`config.mk`:
```
export PLATFORM = sky130hd
export DESIGN_NAME = fpalu_front
export DESIGN_NICKNAME = d
export VERILOG_FILES = /design/src/design/fpalu_pkg.sv /design/src/design/fpalu_fifo.sv /design/src/design/fpalu_front.sv
export SDC_FILE = /design/constraint.sdc
export NUM_CORES = 1
export LEC_CHECK = 0
export BUFFER_PORTS_ARGS = -buffer_cell sky130_fd_sc_hd__buf_4
export CAP_MARGIN = 5
export CORE_MARGIN = 2
export CORE_UTILIZATION = 60
export DETAILED_ROUTE_END_ITERATION = 10
export PLACE_DENSITY = 0.9
export SYNTH_ARGS = -nofsm -noshare
export SYNTH_HDL_FRONTEND = slang
export SYNTH_SLANG_ARGS = --single-unit
```
`constraint.sdc`:
```
create_clock -name clk_i -period 5.8 [get_ports clk_i]
set_input_delay 1.16 -clock clk_i [delete_from_list [all_inputs] [get_ports clk_i]]
set_output_delay 1.16 -clock clk_i [all_outputs]
set_load 0.005 [all_outputs]
```
`src/design/fpalu_pkg.sv`:
```
// ----------------------------------------------------------------------------
// fpalu_pkg - shared types and constants for the Q24.8 fixed-point ALU
// Command codes, operation classes and the structs passed between the
// front end, the execute pipeline and the result queue.
// ----------------------------------------------------------------------------
package fpalu_pkg;

  localparam int unsigned DATA_W      = 32;
  localparam int unsigned FRONT_DEPTH = 4;   // power of two
  localparam int unsigned RESULT_DEPTH = 2;  // power of two
  localparam int unsigned DIV_BPS     = 4;   // quotient bits per divider stage

  typedef enum logic [3:0] {
    CMD_ADD      = 4'd0,
    CMD_SUB      = 4'd1,
    CMD_MUL      = 4'd2,
    CMD_DIV      = 4'd3,
    CMD_INC      = 4'd4,
    CMD_DEC      = 4'd5,
    CMD_FROM_INT = 4'd6,
    CMD_TO_INT   = 4'd7,
    CMD_LT       = 4'd8,
    CMD_LE       = 4'd9,
    CMD_GT       = 4'd10,
    CMD_GE       = 4'd11,
    CMD_EQ       = 4'd12,
    CMD_NE       = 4'd13,
    CMD_MIN      = 4'd14,
    CMD_MAX      = 4'd15
  } cmd_e;

  typedef enum logic [1:0] {
    CLS_SIMPLE = 2'd0,
    CLS_CMP    = 2'd1,
    CLS_MUL    = 2'd2,
    CLS_DIV    = 2'd3
  } op_class_e;

  typedef struct packed {
    cmd_e      cmd;
    op_class_e cls;
  } op_ctrl_t;

  typedef struct packed {
    op_ctrl_t                  ctrl;
    logic signed [DATA_W-1:0]  a;
    logic signed [DATA_W-1:0]  b;
  } front_item_t;

  typedef struct packed {
    logic signed [DATA_W-1:0] value;
    logic                     cmp;
    logic                     dz;
  } res_t;

  // side data travelling alongside the divider stages
  typedef struct packed {
    logic                     is_div;
    logic                     neg;
    logic                     dz;
    logic                     cmp;
    logic signed [DATA_W-1:0] res;
  } lane_t;

endpackage

```
`src/design/fpalu_fifo.sv`:
```
// ----------------------------------------------------------------------------
// fpalu_fifo - small register queue
// Push/full and pop/empty queue used between the ALU stages. DEPTH must be
// a power of two.
// ----------------------------------------------------------------------------
module fpalu_fifo #(
  parameter int unsigned WIDTH = 8,
  parameter int unsigned DEPTH = 2
) (
  input  logic             clk_i,
  input  logic             rst_ni,
  input  logic             push_i,
  input  logic [WIDTH-1:0] data_i,
  output logic             full_o,
  input  logic             pop_i,
  output logic             empty_o,
  output logic [WIDTH-1:0] data_o
);

  localparam int unsigned AW    = (DEPTH > 1) ? $clog2(DEPTH) : 1;
  localparam int unsigned CNT_W = $clog2(DEPTH + 1);

  logic [WIDTH-1:0] mem_q [DEPTH];
  logic [AW-1:0]    wr_ptr_q, wr_ptr_d;
  logic [AW-1:0]    rd_ptr_q, rd_ptr_d;
  logic [CNT_W-1:0] count_q, count_d;
  logic             wr_en, rd_en;

  assign full_o  = (count_q == CNT_W'(DEPTH));
  assign empty_o = (count_q == '0);
  assign data_o  = mem_q[rd_ptr_q];
  assign wr_en   = push_i && !full_o;
  assign rd_en   = pop_i && !empty_o;

  always_comb begin
    wr_ptr_d = wr_en ? wr_ptr_q + AW'(1) : wr_ptr_q;
    rd_ptr_d = rd_en ? rd_ptr_q + AW'(1) : rd_ptr_q;
    count_d  = count_q + CNT_W'(wr_en) - CNT_W'(rd_en);
  end

  always_ff @(posedge clk_i or negedge rst_ni) begin
    if (!rst_ni) begin
      wr_ptr_q <= '0;
      rd_ptr_q <= '0;
      count_q  <= '0;
    end else begin
      wr_ptr_q <= wr_ptr_d;
      rd_ptr_q <= rd_ptr_d;
      count_q  <= count_d;
    end
  end

  always_ff @(posedge clk_i) begin
    if (wr_en) begin
      mem_q[wr_ptr_q] <= data_i;
    end
  end

  a_count_bound: assert property (@(posedge clk_i) disable iff (!rst_ni)
    count_q <= CNT_W'(DEPTH))
    else $error("fifo occupancy beyond depth");

endmodule

```
`src/design/fpalu_front.sv`:
```
// ----------------------------------------------------------------------------
// fpalu_front - command intake and classification
// Takes items, sorts each command into its execution class and holds it in
// a short queue for the execute pipeline.
// ----------------------------------------------------------------------------
module fpalu_front
  import fpalu_pkg::*;
(
  input  logic                     clk_i,
  input  logic                     rst_ni,
  input  logic                     push_i,
  input  logic [3:0]               command_i,
  input  logic signed [DATA_W-1:0] operand_a_i,
  input  logic signed [DATA_W-1:0] operand_b_i,
  output logic                     full_o,
  input  logic                     pop_i,
  output logic                     empty_o,
  output front_item_t              item_o
);

  front_item_t item_in;
  logic [$bits(front_item_t)-1:0] q_out;
  cmd_e        cmd;
  op_class_e   cls;

  assign cmd = cmd_e'(command_i);

  always_comb begin
    unique case (cmd) inside
      CMD_MUL:                                        cls = CLS_MUL;
      CMD_DIV:                                        cls = CLS_DIV;
      CMD_LT, CMD_LE, CMD_GT, CMD_GE, CMD_EQ, CMD_NE: cls = CLS_CMP;
      default:                                        cls = CLS_SIMPLE;
    endcase
  end

  always_comb begin
    item_in.ctrl.cmd = cmd;
    item_in.ctrl.cls = cls;
    item_in.a        = operand_a_i;
    item_in.b        = operand_b_i;
  end

  fpalu_fifo #(
    .WIDTH ($bits(front_item_t)),
    .DEPTH (FRONT_DEPTH)
  ) u_queue (
    .clk_i   (clk_i),
    .rst_ni  (rst_ni),
    .push_i  (push_i),
    .data_i  (item_in),
    .full_o  (full_o),
    .pop_i   (pop_i),
    .empty_o (empty_o),
    .data_o  (q_out)
  );

  assign item_o = front_item_t'(q_out);

endmodule

```
==> impl_metrics.env <==
export IMPL_final_common_cell="edfxtp_1"
export IMPL_num_rows=48
export IMPL_final_cell_mix="280 x edfxtp_1, 145 x buf_4, 68 x mux4_2"
export IMPL_drc=0
export IMPL_die_h_um=137
export IMPL_synthFlopType="edfxtp_1"
export IMPL_tritoncts="done"
export IMPL_hold_ws_ns=0.447
export IMPL_antenna_found_initial=0
export IMPL_period_needed_ns=3.73
export IMPL_via_per_inst=5.84
export IMPL_n_fill_cell=955
export IMPL_drt_wirelength_per_cell_um=22.7
export IMPL_synth_edf_count=280
export IMPL_grt_usage=0.200
export IMPL_syn_nets=491
export IMPL_syn_to_final_growth_pct=19.7
export IMPL_syn_area_sq_um=10700
export IMPL_root_buffer="clkbuf_16"
export IMPL_relSlewSlack=0.267
export IMPL_critical_path_class="flop to output port"
export IMPL_fin_worst_skew_ns=0.00808
export IMPL_seqPwrFrac=0.465
export IMPL_synth_mux_area_frac=0.149
export IMPL_grt_first_pass_wirelength_mm=28.1
export IMPL_final_setup_viol_count=0
export IMPL_synth_top_family_by_area="multiplexers"
export IMPL_drv_slew=0
export IMPL_hpwlAfterDp_mm=10.3
export IMPL_initial_core_util=0.614
export IMPL_cts_clk_slew_worst_paths_ns=0.06
export IMPL_clock_path_buffers=3
export IMPL_worst_pin_slew_ns=1.10
export IMPL_pwr_share_comb=0.268
export IMPL_startpoint_type="flop"
export IMPL_power_density_nw_per_um2=507
export IMPL_first_pass_iters=5
export IMPL_routed_wl_mm=18.5
export IMPL_finalCritPeriodShare=0.643
export IMPL_yosys_top_cells_area="edfxtp_1 79%, mux4_2 14%, dfrtp_1 1.6%, buf_12 1.3%, ha_1 0.70%"
export IMPL_io_pins=144
export IMPL_synth_cells=412
export IMPL_final_nets=650
export IMPL_synthXorXnorAreaFrac=0.00329
export IMPL_synth_compound_area_frac=0.00387
export IMPL_rrSetupSlack_ns=3.54
export IMPL_p_leak_nw=4.38
export IMPL_cts_sinks=287
export IMPL_clk_latency_ns=0.52
export IMPL_async_reset_ff_frac=0.0244
export IMPL_switching_power_mw=1.71
export IMPL_htreeDepth=1
export IMPL_cp_max_fo=26
export IMPL_worstReg2RegStart="u_queue.count_q[1]"
export IMPL_crit_required_ns=4.64
export IMPL_p_clk_frac=0.267
export IMPL_p_int_mw=4.75
export IMPL_cp_arrival_ns=2.57
export IMPL_synth_seq_area_share=0.805
export IMPL_synth_largest_area_cell="edfxtp_1"
export IMPL_dieArea_sq_um=18800
export IMPL_antenna_left=0
export IMPL_r2r_end="u_queue.count_q[2]"
export IMPL_hold_viol_final=0
export IMPL_ys_ff_latch=287
export IMPL_avgSynthCellArea_sq_um=25.9
export IMPL_yosysTopAreaCellShare=0.789
export IMPL_cts_resized=0
export IMPL_synth_distinct_cells=24
export IMPL_max_freq_ghz=0.268
export IMPL_hold_class="input pin to async pin"
export IMPL_gp_congestion=0.728
export IMPL_peakVddDrop_mv=0.444
export IMPL_cts_buffers=28
export IMPL_cap_violations=0
export IMPL_tns_ns=0
export IMPL_yosys_area_share_simple=0.00939
export IMPL_drt_initial_drc_count=342
export IMPL_diodes=0
export IMPL_drive_gt1_frac=0.437
export IMPL_grt_start_max_net_pins=72
export IMPL_worst_r2r_path_depth=8
export IMPL_postCtsHoldBufs=0
export IMPL_rsz0062_at_grt="no"
export IMPL_cts_post_setup_buffers_inserted=0
export IMPL_status="completed"
export IMPL_grt_overflow=0
export IMPL_num_vias=4775
export IMPL_portBuffers=143
export IMPL_coreArea_sq_um=17400
export IMPL_ys_warn_count=0
export IMPL_end_kind="output port"
export IMPL_synthAdderAreaFrac=0.00892
export IMPL_swShare=0.265
export IMPL_die_w_um=137
export IMPL_grt_pass1_vias=5135
==> worst max path at each step <==
stage,start,to,slack (ns)
CTS,u_queue.rd_ptr_q[0],item_o[33],1.99
detailed placement,u_queue.rd_ptr_q[0],item_o[32],2.55
finish,u_queue.rd_ptr_q[0],item_o[32],2.07
global placement,u_queue.rd_ptr_q[0],item_o[33],2.55
global route,u_queue.rd_ptr_q[0],item_o[32],1.87
floorplan,push_i,u_queue.mem_q[2][0],2.51
==> power groups by stage <==
stage | Clock (mW) | Sequential (mW) | Combinational (mW)
2_1_floorplan | 0 | 2.87 | 1.19
3_3_place_gp | 0 | 3.02 | 1.72
3_5_place_dp | 0 | 3.05 | 1.76
4_1_cts | 1.75 | 3.02 | 1.77
5_1_grt | 1.82 | 3.06 | 1.88
6_report | 1.72 | 3.01 | 1.73
==> cell usage after synthesis (all sizes together) (2+ instances only) <==
library cell and n:
nand2b 3, o211ai 2, ha 6, mux4 70, a21oi 2, buf 15
and3 4, dfrtp 7, edfxtp 280, xnor2 4, inv 8, nand4bb 2
==> critical path: stages, from the launching register on <==
cell and delay (ns):
dfrtp_4 0.70, buf_4 0.53, mux4_1 0.65, buf_4 0.16
==> stage by stage <==
| stage | utilization | std cells | power (mW) | setup slack (ns) | area, sq um |
|---|---|---|---|---|---|
| after floorplan | - | 412 | 4.06 | 2.51 | 10700 |
| after global placement | 0.684 | 766 | 4.74 | 2.55 | 11900 |
| after global routing | 0.735 | 818 | 6.76 | 1.87 | 12800 |
| final | 0.735 | 818 | 6.46 | 2.07 | 12800 |
| after detailed placement | 0.684 | 766 | 4.81 | 2.55 | 11900 |
| after CTS | 0.735 | 818 | 6.54 | 1.99 | 12800 |
==> registers in the layout, indices dropped and copies added (netlist names) <==
register,flops
u_queue.mem_q,280
u_queue.count_q,3
u_queue.rd_ptr_q,2
u_queue.wr_ptr_q,2
==> layer usage <==
layer,GRT usage,wire (um)
met3,0.0386,1320
met2,0.336,9480
met4,0.0418,252
met1,0.278,7480
met5,0,0
==> kinds of logic (layout without fill, tap and decap cells) <==
| group | after synthesis | after routing |
|---|---|---|
| xor gates and xnor gates | 4 | 4 |
| and+or+nand+nor | 14 | 14 |
| muxes | 70 | 70 |
| adders and majority gates | 7 | 7 |
| AOI/OAI and AO/OA | 6 | 6 |
| buffers and inverters | 24 | 205 |
| DFF | 287 | 287 |
==> layout make-up <==
class | instances | area (sq um) | share of cell area
Inverter | 8 | 30.0 | 0.00235
Tap cell | 225 | 282 | 0.0221
Clock inverter | 17 | 139 | 0.0109
Sequential cell | 287 | 8590 | 0.674
Clock buffer | 35 | 748 | 0.0587
Timing Repair Buffer | 145 | 1090 | 0.0854
Multi-Input combinational cell | 101 | 1880 | 0.147
Power figures use the tool's default switching activity.
