==> src/design/fpalu_fifo.sv <==
// ----------------------------------------------------------------------------
// fpalu_fifo - small register queue
// Push/full and pop/empty queue used between the ALU stages. DEPTH must be
// a power of two.
// ----------------------------------------------------------------------------
module fpalu_fifo #(
  parameter int unsigned WIDTH = 8,
  parameter int unsigned DEPTH = 2
) (
  input  logic             clk_i,
  input  logic             rst_ni,
  input  logic             push_i,
  input  logic [WIDTH-1:0] data_i,
  output logic             full_o,
  input  logic             pop_i,
  output logic             empty_o,
  output logic [WIDTH-1:0] data_o
);

  localparam int unsigned AW    = (DEPTH > 1) ? $clog2(DEPTH) : 1;
  localparam int unsigned CNT_W = $clog2(DEPTH + 1);

  logic [WIDTH-1:0] mem_q [DEPTH];
  logic [AW-1:0]    wr_ptr_q, wr_ptr_d;
  logic [AW-1:0]    rd_ptr_q, rd_ptr_d;
  logic [CNT_W-1:0] count_q, count_d;
  logic             wr_en, rd_en;

  assign full_o  = (count_q == CNT_W'(DEPTH));
  assign empty_o = (count_q == '0);
  assign data_o  = mem_q[rd_ptr_q];
  assign wr_en   = push_i && !full_o;
  assign rd_en   = pop_i && !empty_o;

  always_comb begin
    wr_ptr_d = wr_en ? wr_ptr_q + AW'(1) : wr_ptr_q;
    rd_ptr_d = rd_en ? rd_ptr_q + AW'(1) : rd_ptr_q;
    count_d  = count_q + CNT_W'(wr_en) - CNT_W'(rd_en);
  end

  always_ff @(posedge clk_i or negedge rst_ni) begin
    if (!rst_ni) begin
      wr_ptr_q <= '0;
      rd_ptr_q <= '0;
      count_q  <= '0;
    end else begin
      wr_ptr_q <= wr_ptr_d;
      rd_ptr_q <= rd_ptr_d;
      count_q  <= count_d;
    end
  end

  always_ff @(posedge clk_i) begin
    if (wr_en) begin
      mem_q[wr_ptr_q] <= data_i;
    end
  end

  a_count_bound: assert property (@(posedge clk_i) disable iff (!rst_ni)
    count_q <= CNT_W'(DEPTH))
    else $error("fifo occupancy beyond depth");

endmodule

==> config.mk <==
export PLATFORM = sky130hd
export DESIGN_NAME = fpalu_fifo
export DESIGN_NICKNAME = d
export VERILOG_FILES = /design/src/design/fpalu_fifo.sv
export SDC_FILE = /design/constraint.sdc
export NUM_CORES = 1
export LEC_CHECK = 0
export ABC_AREA = 1
export BUFFER_PORTS_ARGS = -buffer_cell sky130_fd_sc_hd__buf_2
export CORE_MARGIN = 2
export CORE_UTILIZATION = 53
export CTS_CLUSTER_SIZE = 10
export DETAILED_ROUTE_END_ITERATION = 6
export HOLD_SLACK_MARGIN = 0.06
export PLACE_DENSITY = 0.78
export SETUP_SLACK_MARGIN = 0.2
export SLEW_MARGIN = 20
export SYNTH_ARGS = -nofsm -noshare
export SYNTH_HDL_FRONTEND = slang
export SYNTH_SLANG_ARGS = --single-unit
==> constraint.sdc <==
create_clock -name clk_i -period 3.9 [get_ports clk_i]
set_clock_uncertainty 0.15 [all_clocks]
set_input_delay 0.39 -clock clk_i [delete_from_list [all_inputs] [get_ports clk_i]]
set_output_delay 0.39 -clock clk_i [all_outputs]
set_load 0.02 [all_outputs]
==> flow_summary_export.csv, run 1 <==
group,metric,value,unit
power,cellLeakagePower,0.000506,uW
logic_synthesis,syn-cell-area,823,sq um
power,power.density,797,nW/um^2
global_routing,grt_overflow,0,
worst_setup_path,critPathRequiredTime,3.36,ns
floorplanning,die_area,1880,sq um
outcome,outcome,"complete, no violations",
cts,htree_num_levels,1,
logic_synthesis,yosysWarnings,0,
cells_and_area,syn_to_final_growth,21.4,%
cells_and_area,final_core_util,67.1,%
min_path,hp-class,"in -> reg",
cts,cts.sinks,20,
cts,clk_latency,0.30,ns
floorplanning,boundaryPins,22,
global_routing,track_usage,16.9,%
floorplanning,coreArea,1490,sq um
timing,slew-limit-headroom,59.9,%
place,io_buffers,21,
worst_setup_path,crit_chain,"inv_4 -> nand2_1 -> nand2_1 -> buf_2",
routing,vias_per_cell,4.78,
global_routing,grt_pass1_vias,511,
cts,cts_resized,0,
cells_and_area,fill_cells,119,
logic_synthesis,synth_seq_cells,20,
cts,cts_tree,"done",
worst_setup_path,cp_max_fo,10,
global_routing,antenna_found_initial,0,
timing,rsz0062_at_grt,"false",
cells_and_area,n_antenna_cell,0,
worst_setup_path,cp_data_arrival_time,1.28,ns
routing,wl_per_cell,11.8,um
logic_synthesis,synthCells,75,
worst_setup_path,crit_path_start_kind,"register",
cts,cts-root-buf,"clkbuf_4",
worst_setup_path,critPathKind,"reg -> out",
global_routing,grt_max_degree,13,
timing,finalSetupViolCount,0,
floorplanning,fp-row-count,14,
cts,numCtsBuffers,3,
cts,cts.clk_slew.worst_paths,0.12,ns
routing,route.detailed.drc,0,
timing,fin_crit,1.82,ns
worst_setup_path,crit_top_cell,"nand2_1",
cts,postCtsHoldBufs,1,
cells_and_area,drive_gt1_share,29.0,%
floorplanning,die_h,43.4,um
worst_setup_path,cpPeakStageDelay,0.52,ns
timing,timing.fmax,549,MHz
cts,cts_buffer_depth,2,
place,dp_hpwl,1.05,mm
routing,firstDrtPassIters,4,
run,drv_cap,0,
logic_synthesis,synthDistinctLibCells,11,
logic_synthesis,syn_avg_cell_area,11.0,sq um
place,gp_congestion,0.725,
timing,finalSetupTns,0,ns
routing,vias,554,
worst_setup_path,cp-end-kind,"output port",
timing,post-route-period-util,46.7,%
worst_setup_path,crit_path_top_delay_cell,"dfrtp_1",
timing,worst_pin_slew,0.600,ns
floorplanning,initial_utilization,55.3,%
routing,drtAntennaViolNets,0,
logic_synthesis,ys_seq_area_share,70.5,%
global_routing,grt_pass1_wl,2.23,mm
routing,drt_iter0_drc,14,
cells_and_area,layout.nets,115,
timing,hold_viol,0,
power,ir_worst_vdd,462,uV
cts,cts_setup_buffers,0,
timing,slew_viol_final,0,
floorplanning,die_w,43.4,um
routing,route.final.wire_length,1.37,mm
worst_setup_path,reg2reg_slack,2.31,ns
logic_synthesis,synthesis.nets,89,
==> Yosys cell counts <==
cell / count / area, sq um
nor2_1: 1 / 3.75
buf_6: 1 / 11.3
edfxtp_1: 16 / 480
inv_1: 9 / 33.8
nand2_2: 2 / 12.5
inv_4: 1 / 6.26
nand3_1: 3 / 15.0
dfrtp_1: 4 / 100
ha_1: 2 / 25.0
nand2_1: 35 / 131
inv_2: 1 / 3.75
==> state kept, by name, indices dropped and copies added (netlist names) <==
signal	count
wr_ptr_q	1
rd_ptr_q	1
count_q	2
mem_q	16
==> final timing paths <==
path / start / endpoint / cells after the start
worst max-delay path: rd_ptr_q / data_o[2] / 4
worst min-delay path: data_i[4] / mem_q[0][4] / 1
worst max register to register: count_q[1] / count_q[1] / 10
worst min register to register: wr_ptr_q / wr_ptr_q / 2
max in group asynchronous: rst_ni / rd_ptr_q / 2
min in group asynchronous: rst_ni / wr_ptr_q / 2
==> through the flow <==
step	setup WS, ns	hold WS [ns]	instances	area [sq um]	total power, uW
after CTS	2.08	0.120	116	1000	804
after detailed placement	2.31	0.0566	111	937	640
after global placement	2.33	0.0512	111	937	625
after global routing	1.99	0.112	116	1000	854
final	2.08	0.122	116	1000	797
after floorplan	2.45	-0.0556	75	823	550
==> cell usage in the layout (no fill, tap or decap), types with 2 or more instances in the layout <==
cell      instances
clkbuf_4          3
ha_1              2
edfxtp_1         16
dfrtp_1           4
nand2_2           2
nand2_1          35
nand3_1           3
buf_2            21
inv_1             9
==> logic make-up after synthesis <==
| group | after synthesis | share of synthesized area, % |
|---|---|---|
| buffers and inverters | 12 | 6.69 |
| flip-flops | 20 | 70.5 |
| adder cells (fa/ha/maj) | 2 | 3.04 |
| AND/OR/NAND/NOR | 41 | 19.8 |
==> final cells by class <==
type / count / area (sq um) / area share (%)
clock buffer: 3 / 22.5 / 2.25
tap: 16 / 20.0 / 2.00
timing repair buffer: 22 / 115 / 11.5
clock inverter: 1 / 30.0 / 3.00
sequential: 20 / 581 / 58.1
inverter: 11 / 43.8 / 4.38
multi-input combinational: 43 / 188 / 18.8
==> power by group <==
part	leakage [uW]	switching, uW	internal [uW]	total (uW)
Sequential	0.000197	35.7	297	333
Combinational	0.000282	204	95.3	299
Clock	0.0000279	61.8	104	166
Total	0.000506	301	496	797
==> critical path: cells and delay by family, from the launching register on <==
| kind | cells | cell delay, ns |
|---|---|---|
| buf+inv | 2 | 0.34 |
| flops | 1 | 0.52 |
| simple gates | 2 | 0.14 |
==> per-layer routing <==
metal / up-vias / GRT usage (%) / wire length (um)
li1: 285 / - / -
met1: 245 / 21.8 / 516
met2: 22 / 28.1 / 756
met3: 2 / 3.33 / 79
met4: 0 / 7.27 / 23
met5: - / 0 / 0
Note: power is estimated with default switching activity, not from simulation.
==> run 2, diff against run 1 <==
--- a/config.mk
+++ b/config.mk
@@ -5,14 +5,14 @@
 export SDC_FILE = /design/constraint.sdc
 export NUM_CORES = 1
 export LEC_CHECK = 0
-export ABC_AREA = 1
+export ABC_AREA = 0
 export BUFFER_PORTS_ARGS = -buffer_cell sky130_fd_sc_hd__buf_2
 export CORE_MARGIN = 2
-export CORE_UTILIZATION = 53
+export CORE_UTILIZATION = 44
 export CTS_CLUSTER_SIZE = 10
 export DETAILED_ROUTE_END_ITERATION = 6
 export HOLD_SLACK_MARGIN = 0.06
-export PLACE_DENSITY = 0.78
+export PLACE_DENSITY = 0.7
 export SETUP_SLACK_MARGIN = 0.2
 export SLEW_MARGIN = 20
 export SYNTH_ARGS = -nofsm -noshare
==> constraint.sdc (replaced) <==
create_clock -name clk_i -period 1.6 [get_ports clk_i]
set_clock_uncertainty 0.15 [all_clocks]
set_input_delay 0.16 -clock clk_i [delete_from_list [all_inputs] [get_ports clk_i]]
set_output_delay 0.16 -clock clk_i [all_outputs]
set_load 0.02 [all_outputs]
==> flow_summary_export.csv, run 2 <==
group,metric,value,unit
logic_synthesis,syn_avg_cell_area,18.2,sq um
cts,cts.sinks,20,
cts,htree_num_levels,1,
timing,slew-limit-headroom,85.3,%
floorplanning,die_w,46.2,um
cts,cts-root-buf,"clkbuf_4",
timing,fin_hold_ws,0.157,ns
worst_setup_path,critPathKind,"reg -> reg",
logic_synthesis,synth.top_cell.area_share,61.2,%
cells_and_area,syn_to_final_growth,68.6,%
timing,worst_pin_slew,0.220,ns
timing,post-route-period-util,105,%
place,io_buffers,21,
logic_synthesis,yosysMostFrequentCell,"edfxtp_1",
worst_setup_path,critPathRequiredTime,1.47,ns
logic_synthesis,synth_seq_cells,20,
power,ir_worst_vdd,1130,uV
timing,finalSetupViolCount,13,
timing,hold_viol,0,
power,power.density,1830,nW/um^2
timing,rsz0062_at_grt,"true",
timing,fin_crit,1.68,ns
routing,drtAntennaViolNets,0,
timing,setup_slack,-0.0817,ns
timing,timing.fmax,595,MHz
cts,cts_tree,"done",
global_routing,grt_pass1_wl,2.28,mm
power,cellLeakagePower,0.000547,uW
worst_setup_path,cp_data_arrival_time,1.55,ns
floorplanning,fp-row-count,15,
routing,wl_per_cell,13.1,um
logic_synthesis,synthTopCellsByCount,"edfxtp_1 (16), mux2_2 (8), dfrtp_1 (4)",
cells_and_area,layout.nets,106,
worst_setup_path,critPathLaunch,"count_q[0]",
logic_synthesis,yosysWarnings,0,
cts,numCtsBuffers,3,
place,dp_hpwl,837,um
place,gp_congestion,0.700,
cells_and_area,final_core_util,77.4,%
cells_and_area,stdcell_area,1320,sq um
logic_synthesis,synthesis.nets,57,
global_routing,grt_pass1_vias,486,
cells_and_area,n_antenna_cell,0,
cells_and_area,largest_register_ff_count,16,
logic_synthesis,ys_seq_area_share,74.0,%
routing,vias,516,
min_path,hp-class,"in -> reg",
cells_and_area,multi_input_area,267,sq um
floorplanning,coreArea,1710,sq um
logic_synthesis,syn-cell-area,785,sq um
logic_synthesis,synthCells,43,
cells_and_area,top_register,"mem_q",
logic_synthesis,synthDistinctLibCells,14,
run,drv_cap,0,
floorplanning,die_h,46.2,um
floorplanning,boundaryPins,22,
global_routing,antenna_found_initial,0,
cts,clk_latency,0.30,ns
cells_and_area,largestRegisters,"mem_q x16, count_q x2",
cts,cts_buffer_depth,2,
worst_setup_path,reg2regPathDepth,7,
routing,drt_iter0_drc,7,
global_routing,grt_max_degree,12,
routing,route.detailed.drc,0,
timing,slew_viol_final,0,
routing,route.final.wire_length,1.52,mm
logic_synthesis,async_flop_share,20.0,%
worst_setup_path,cp_max_fo,8,
global_routing,track_usage,15.9,%
floorplanning,initial_utilization,45.9,%
logic_synthesis,synth.area.top_cells,"edfxtp_1 (61%), dfrtp_1 (13%), mux2_2 (11%), xnor2_1 (3.3%), ha_1 (3.2%)",
outcome,violations,"setup timing",
cells_and_area,mostFrequentLayoutCells,"edfxtp_1 (16), buf_6 (16), buf_2 (11)",
min_path,min_path_cells,4,
outcome,outcome,"finished, violations left",
floorplanning,die_area,2140,sq um
cells_and_area,fill_cells,106,
cells_and_area,drive_gt1_share,64.8,%
logic_synthesis,synth-edff-count,16,
routing,vias_per_cell,4.45,
worst_setup_path,r2r-start,"count_q[0]",
global_routing,grt_overflow,0,
worst_setup_path,crit_path_start_kind,"register",
place,dp_slack,-0.0868,ns
cts,cts.clk_slew.worst_paths,0.12,ns
place,dpl_cell_area,937,sq um
cells_and_area,seq_area,583,sq um
routing,firstDrtPassIters,4,
timing,finalSetupTns,-0.723,ns
min_path,hp-start,"pop_i",
logic_synthesis,synth-main-ff-cell,"edfxtp_1",
worst_setup_path,cp-end-kind,"register",
logic_synthesis,yosysTopAreaCell,"edfxtp_1",
[run 2: changes by cell type in the layout (fill, tap and decap cells not counted), sizes merged, moves of 3 or more]
cell / change
nand3: -3
xnor2: +3
dlygate4sd3: +9
inv: -9
mux2: +8
buf: +14
nand2: -36
[run 2: worst max-delay path, stage by stage (launching register included)]
cell      delay (ns)
dfrtp_1         0.44
nand2b_4        0.17
nand2_4         0.06
buf_4           0.13
buf_4           0.13
buf_6           0.11
nor2_4          0.07
buf_6           0.14
[run 2: cells by family after synthesis]
kind of cell | Yosys count | synth area share (%)
and+or+nand+nor | 6 | 4.47
xor gates and xnor gates | 4 | 4.47
muxes | 8 | 11.5
adders and majority gates | 2 | 3.19
DFF | 20 | 74.0
buffers and inverters | 3 | 2.39
[run 2: power breakdown]
part	internal (uW)	leakage, uW	switching, uW
Combinational	789	0.000339	562
Clock	90.8	0.0000154	153
Sequential	732	0.000193	98.6
Total	1610	0.000547	813
[run 2: per-layer routing]
layer	track usage [%]	vias up	routed length, um
li1	-	250	-
met1	20.6	247	645
met2	24.4	17	776
met3	5.10	2	72
met4	6.86	0	21
met5	0	-	0
[run 2: cell type report]
cell class,instances,share of cell area [%]
timing repair buffer,45,30.5
inverter,2,0.946
sequential,20,44.1
clock buffer,3,1.70
tap,25,2.37
clock inverter,1,0.284
multi-input combinational,20,20.2
[run 2: per-stage QoR]
| stage | power, uW | cells |
|---|---|---|
| after detailed placement | 1530 | 91 |
| after global placement | 1510 | 91 |
| after CTS | 2230 | 113 |
| final | 2430 | 116 |
| after floorplan | 1330 | 43 |
| after global routing | 2560 | 116 |
[run 2: what timing repair did]
item                                    CTS  global route
endpoints found under the setup margin   19            27
hold buffers                             10             0
setup buffers                             8             3
resized for setup                        34            16
pin swaps                                 6             2
hold endpoints to repair                 20             0
[run 2: final timing paths]
check | slack (ns) | to
worst min-delay path | 0.16 | rd_ptr_q
worst min register to register | 0.43 | wr_ptr_q
worst max-delay path | -0.08 | mem_q[0][7]
min in group asynchronous | 0.59 | count_q[0]
worst max register to register | -0.08 | mem_q[0][7]
max in group asynchronous | 0.50 | count_q[1]
==> run 3, diff against run 2 <==
--- a/config.mk
+++ b/config.mk
@@ -6,13 +6,13 @@
 export NUM_CORES = 1
 export LEC_CHECK = 0
 export ABC_AREA = 0
-export BUFFER_PORTS_ARGS = -buffer_cell sky130_fd_sc_hd__buf_2
+export BUFFER_PORTS_ARGS = -buffer_cell sky130_fd_sc_hd__clkbuf_2
 export CORE_MARGIN = 2
 export CORE_UTILIZATION = 44
 export CTS_CLUSTER_SIZE = 10
 export DETAILED_ROUTE_END_ITERATION = 6
 export HOLD_SLACK_MARGIN = 0.06
-export PLACE_DENSITY = 0.7
+export PLACE_DENSITY = 0.74
 export SETUP_SLACK_MARGIN = 0.2
 export SLEW_MARGIN = 20
 export SYNTH_ARGS = -nofsm -noshare
==> flow_summary_export.csv, run 3 (same netlist as run 2, synthesis figures left out) <==
group,metric,value,unit
cts,htree_num_levels,1,
timing,slew-limit-headroom,86.3,%
global_routing,grt_pass1_wl,2.33,mm
floorplanning,die_w,46.2,um
min_path,hp-class,"in -> reg",
worst_setup_path,cp_data_arrival_time,1.67,ns
worst_setup_path,cp-end-kind,"register",
cells_and_area,top_register,"mem_q",
outcome,outcome,"finished, violations left",
timing,slew_viol_final,0,
routing,route.detailed.drc,0,
worst_setup_path,critPathRequiredTime,1.63,ns
floorplanning,die_area,2140,sq um
routing,drt_iter0_drc,5,
power,power,2690,uW
cts,cts.sinks,20,
worst_setup_path,critPathLaunch,"count_q[1]",
worst_setup_path,crit_path_start_kind,"register",
cts,numCtsBuffers,3,
routing,wl_per_cell,14.5,um
global_routing,grt_max_degree,13,
cells_and_area,largest_register_ff_count,16,
routing,firstDrtPassIters,3,
routing,vias_per_cell,4.58,
timing,fin_crit,1.64,ns
cts,clk_latency,0.29,ns
timing,timing.fmax,610,MHz
place,io_buffers,21,
outcome,violations,"setup timing",
cells_and_area,stdcell_area,1390,sq um
timing,setup_slack,-0.0391,ns
min_path,hp-start,"push_i",
floorplanning,initial_utilization,45.9,%
power,ir_worst_vdd,1320,uV
timing,finalSetupViolCount,4,
timing,hold_viol,0,
floorplanning,fp-row-count,15,
timing,post-route-period-util,102,%
timing,fin_hold_ws,0.133,ns
global_routing,antenna_found_initial,0,
cts,cts-root-buf,"clkbuf_4",
floorplanning,boundaryPins,22,
cells_and_area,layout_commonest_cell,"edfxtp_1",
global_routing,grt_overflow,0,
cts,cts_buffer_depth,2,
cts,cts_tree,"done",
routing,vias,531,
floorplanning,die_h,46.2,um
run,drv_cap,0,
power,power.density,1940,nW/um^2
cells_and_area,mostFrequentLayoutCells,"edfxtp_1 (16), buf_6 (13), clkbuf_2 (11)",
timing,finalSetupTns,-0.0567,ns
global_routing,track_usage,16.9,%
worst_setup_path,critPathKind,"reg -> reg",
cells_and_area,final_core_util,81.1,%
cells_and_area,layout.nets,106,
worst_setup_path,r2r-start,"count_q[1]",
place,gp_congestion,0.710,
timing,rsz0062_at_grt,"true",
routing,route.final.wire_length,1.68,mm
place,dp_hpwl,879,um
power,cellLeakagePower,0.000584,uW
cells_and_area,drive_gt1_share,67.0,%
worst_setup_path,cp_max_fo,3,
cts,cts.clk_slew.worst_paths,0.11,ns
floorplanning,coreArea,1710,sq um
global_routing,grt_pass1_vias,518,
cells_and_area,largestRegisters,"mem_q x16, count_q x2",
cells_and_area,n_antenna_cell,0,
timing,worst_pin_slew,0.204,ns
routing,drtAntennaViolNets,0,
cells_and_area,syn_to_final_growth,76.6,%
place,dpl_cell_area,960,sq um
-- run 3: layer usage --
metal / vias to the layer above / GRT usage [%] / part of all wire [%]
met5: - / 0 / 0
met4: 0 / 9.14 / 3.2
met3: 8 / 4.71 / 4.2
met2: 20 / 30.6 / 55
met1: 249 / 17.3 / 37
li1: 254 / - / -
-- run 3: report_power, final --
| group | total [uW] | internal, uW | switching, uW |
|---|---|---|---|
| logic | 1450 | 861 | 592 |
| clock network | 400 | 253 | 147 |
| registers | 834 | 737 | 97.5 |
| total | 2690 | 1850 | 837 |
-- run 3: metrics by stage --
step / instances / setup slack (ns)
after floorplan: 43 / -0.0498
after global placement: 94 / 0.0215
after detailed placement: 94 / -0.0607
after CTS: 113 / -0.00757
after global routing: 116 / -0.0698
final: 116 / -0.0391
-- run 3: final cells by class --
| class | count | area (sq um) |
|---|---|---|
| Fill cell | 96 | 323 |
| Inverter | 2 | 10.0 |
| Tap cell | 25 | 31.3 |
| Clock buffer | 3 | 22.5 |
| Clock inverter | 1 | 30.0 |
| Sequential cell | 20 | 584 |
| Multi-Input combinational cell | 20 | 278 |
| Timing Repair Buffer | 45 | 429 |
-- run 3: final timing paths --
check | cells after the start | to | slack, ns
worst max register to register | 7 | count_q[1] | -0.04
max in group asynchronous | 3 | rd_ptr_q | 0.51
worst min-delay path | 4 | wr_ptr_q | 0.13
min in group asynchronous | 3 | count_q[0] | 0.60
worst min register to register | 1 | wr_ptr_q | 0.43
worst max-delay path | 7 | count_q[1] | -0.04
-- run 3: timing repair --
action                                  4_1_cts  5_1_grt
pin swaps                                     4        5
buffers inserted                              5        3
endpoints found under the setup margin       27       28
endpoints found under the hold margin        20        0
hold buffers                                 10        0
resized for setup                            35       27
-- run 3: worst max-delay path, cell delays in order (launching register included) --
cell and delay, ns:
dfrtp_2 0.47, nor2_4 0.15, nor2b_4 0.07, ha_4 0.26, inv_2 0.04, ha_4 0.15
xnor2_2 0.13, xnor2_1 0.13
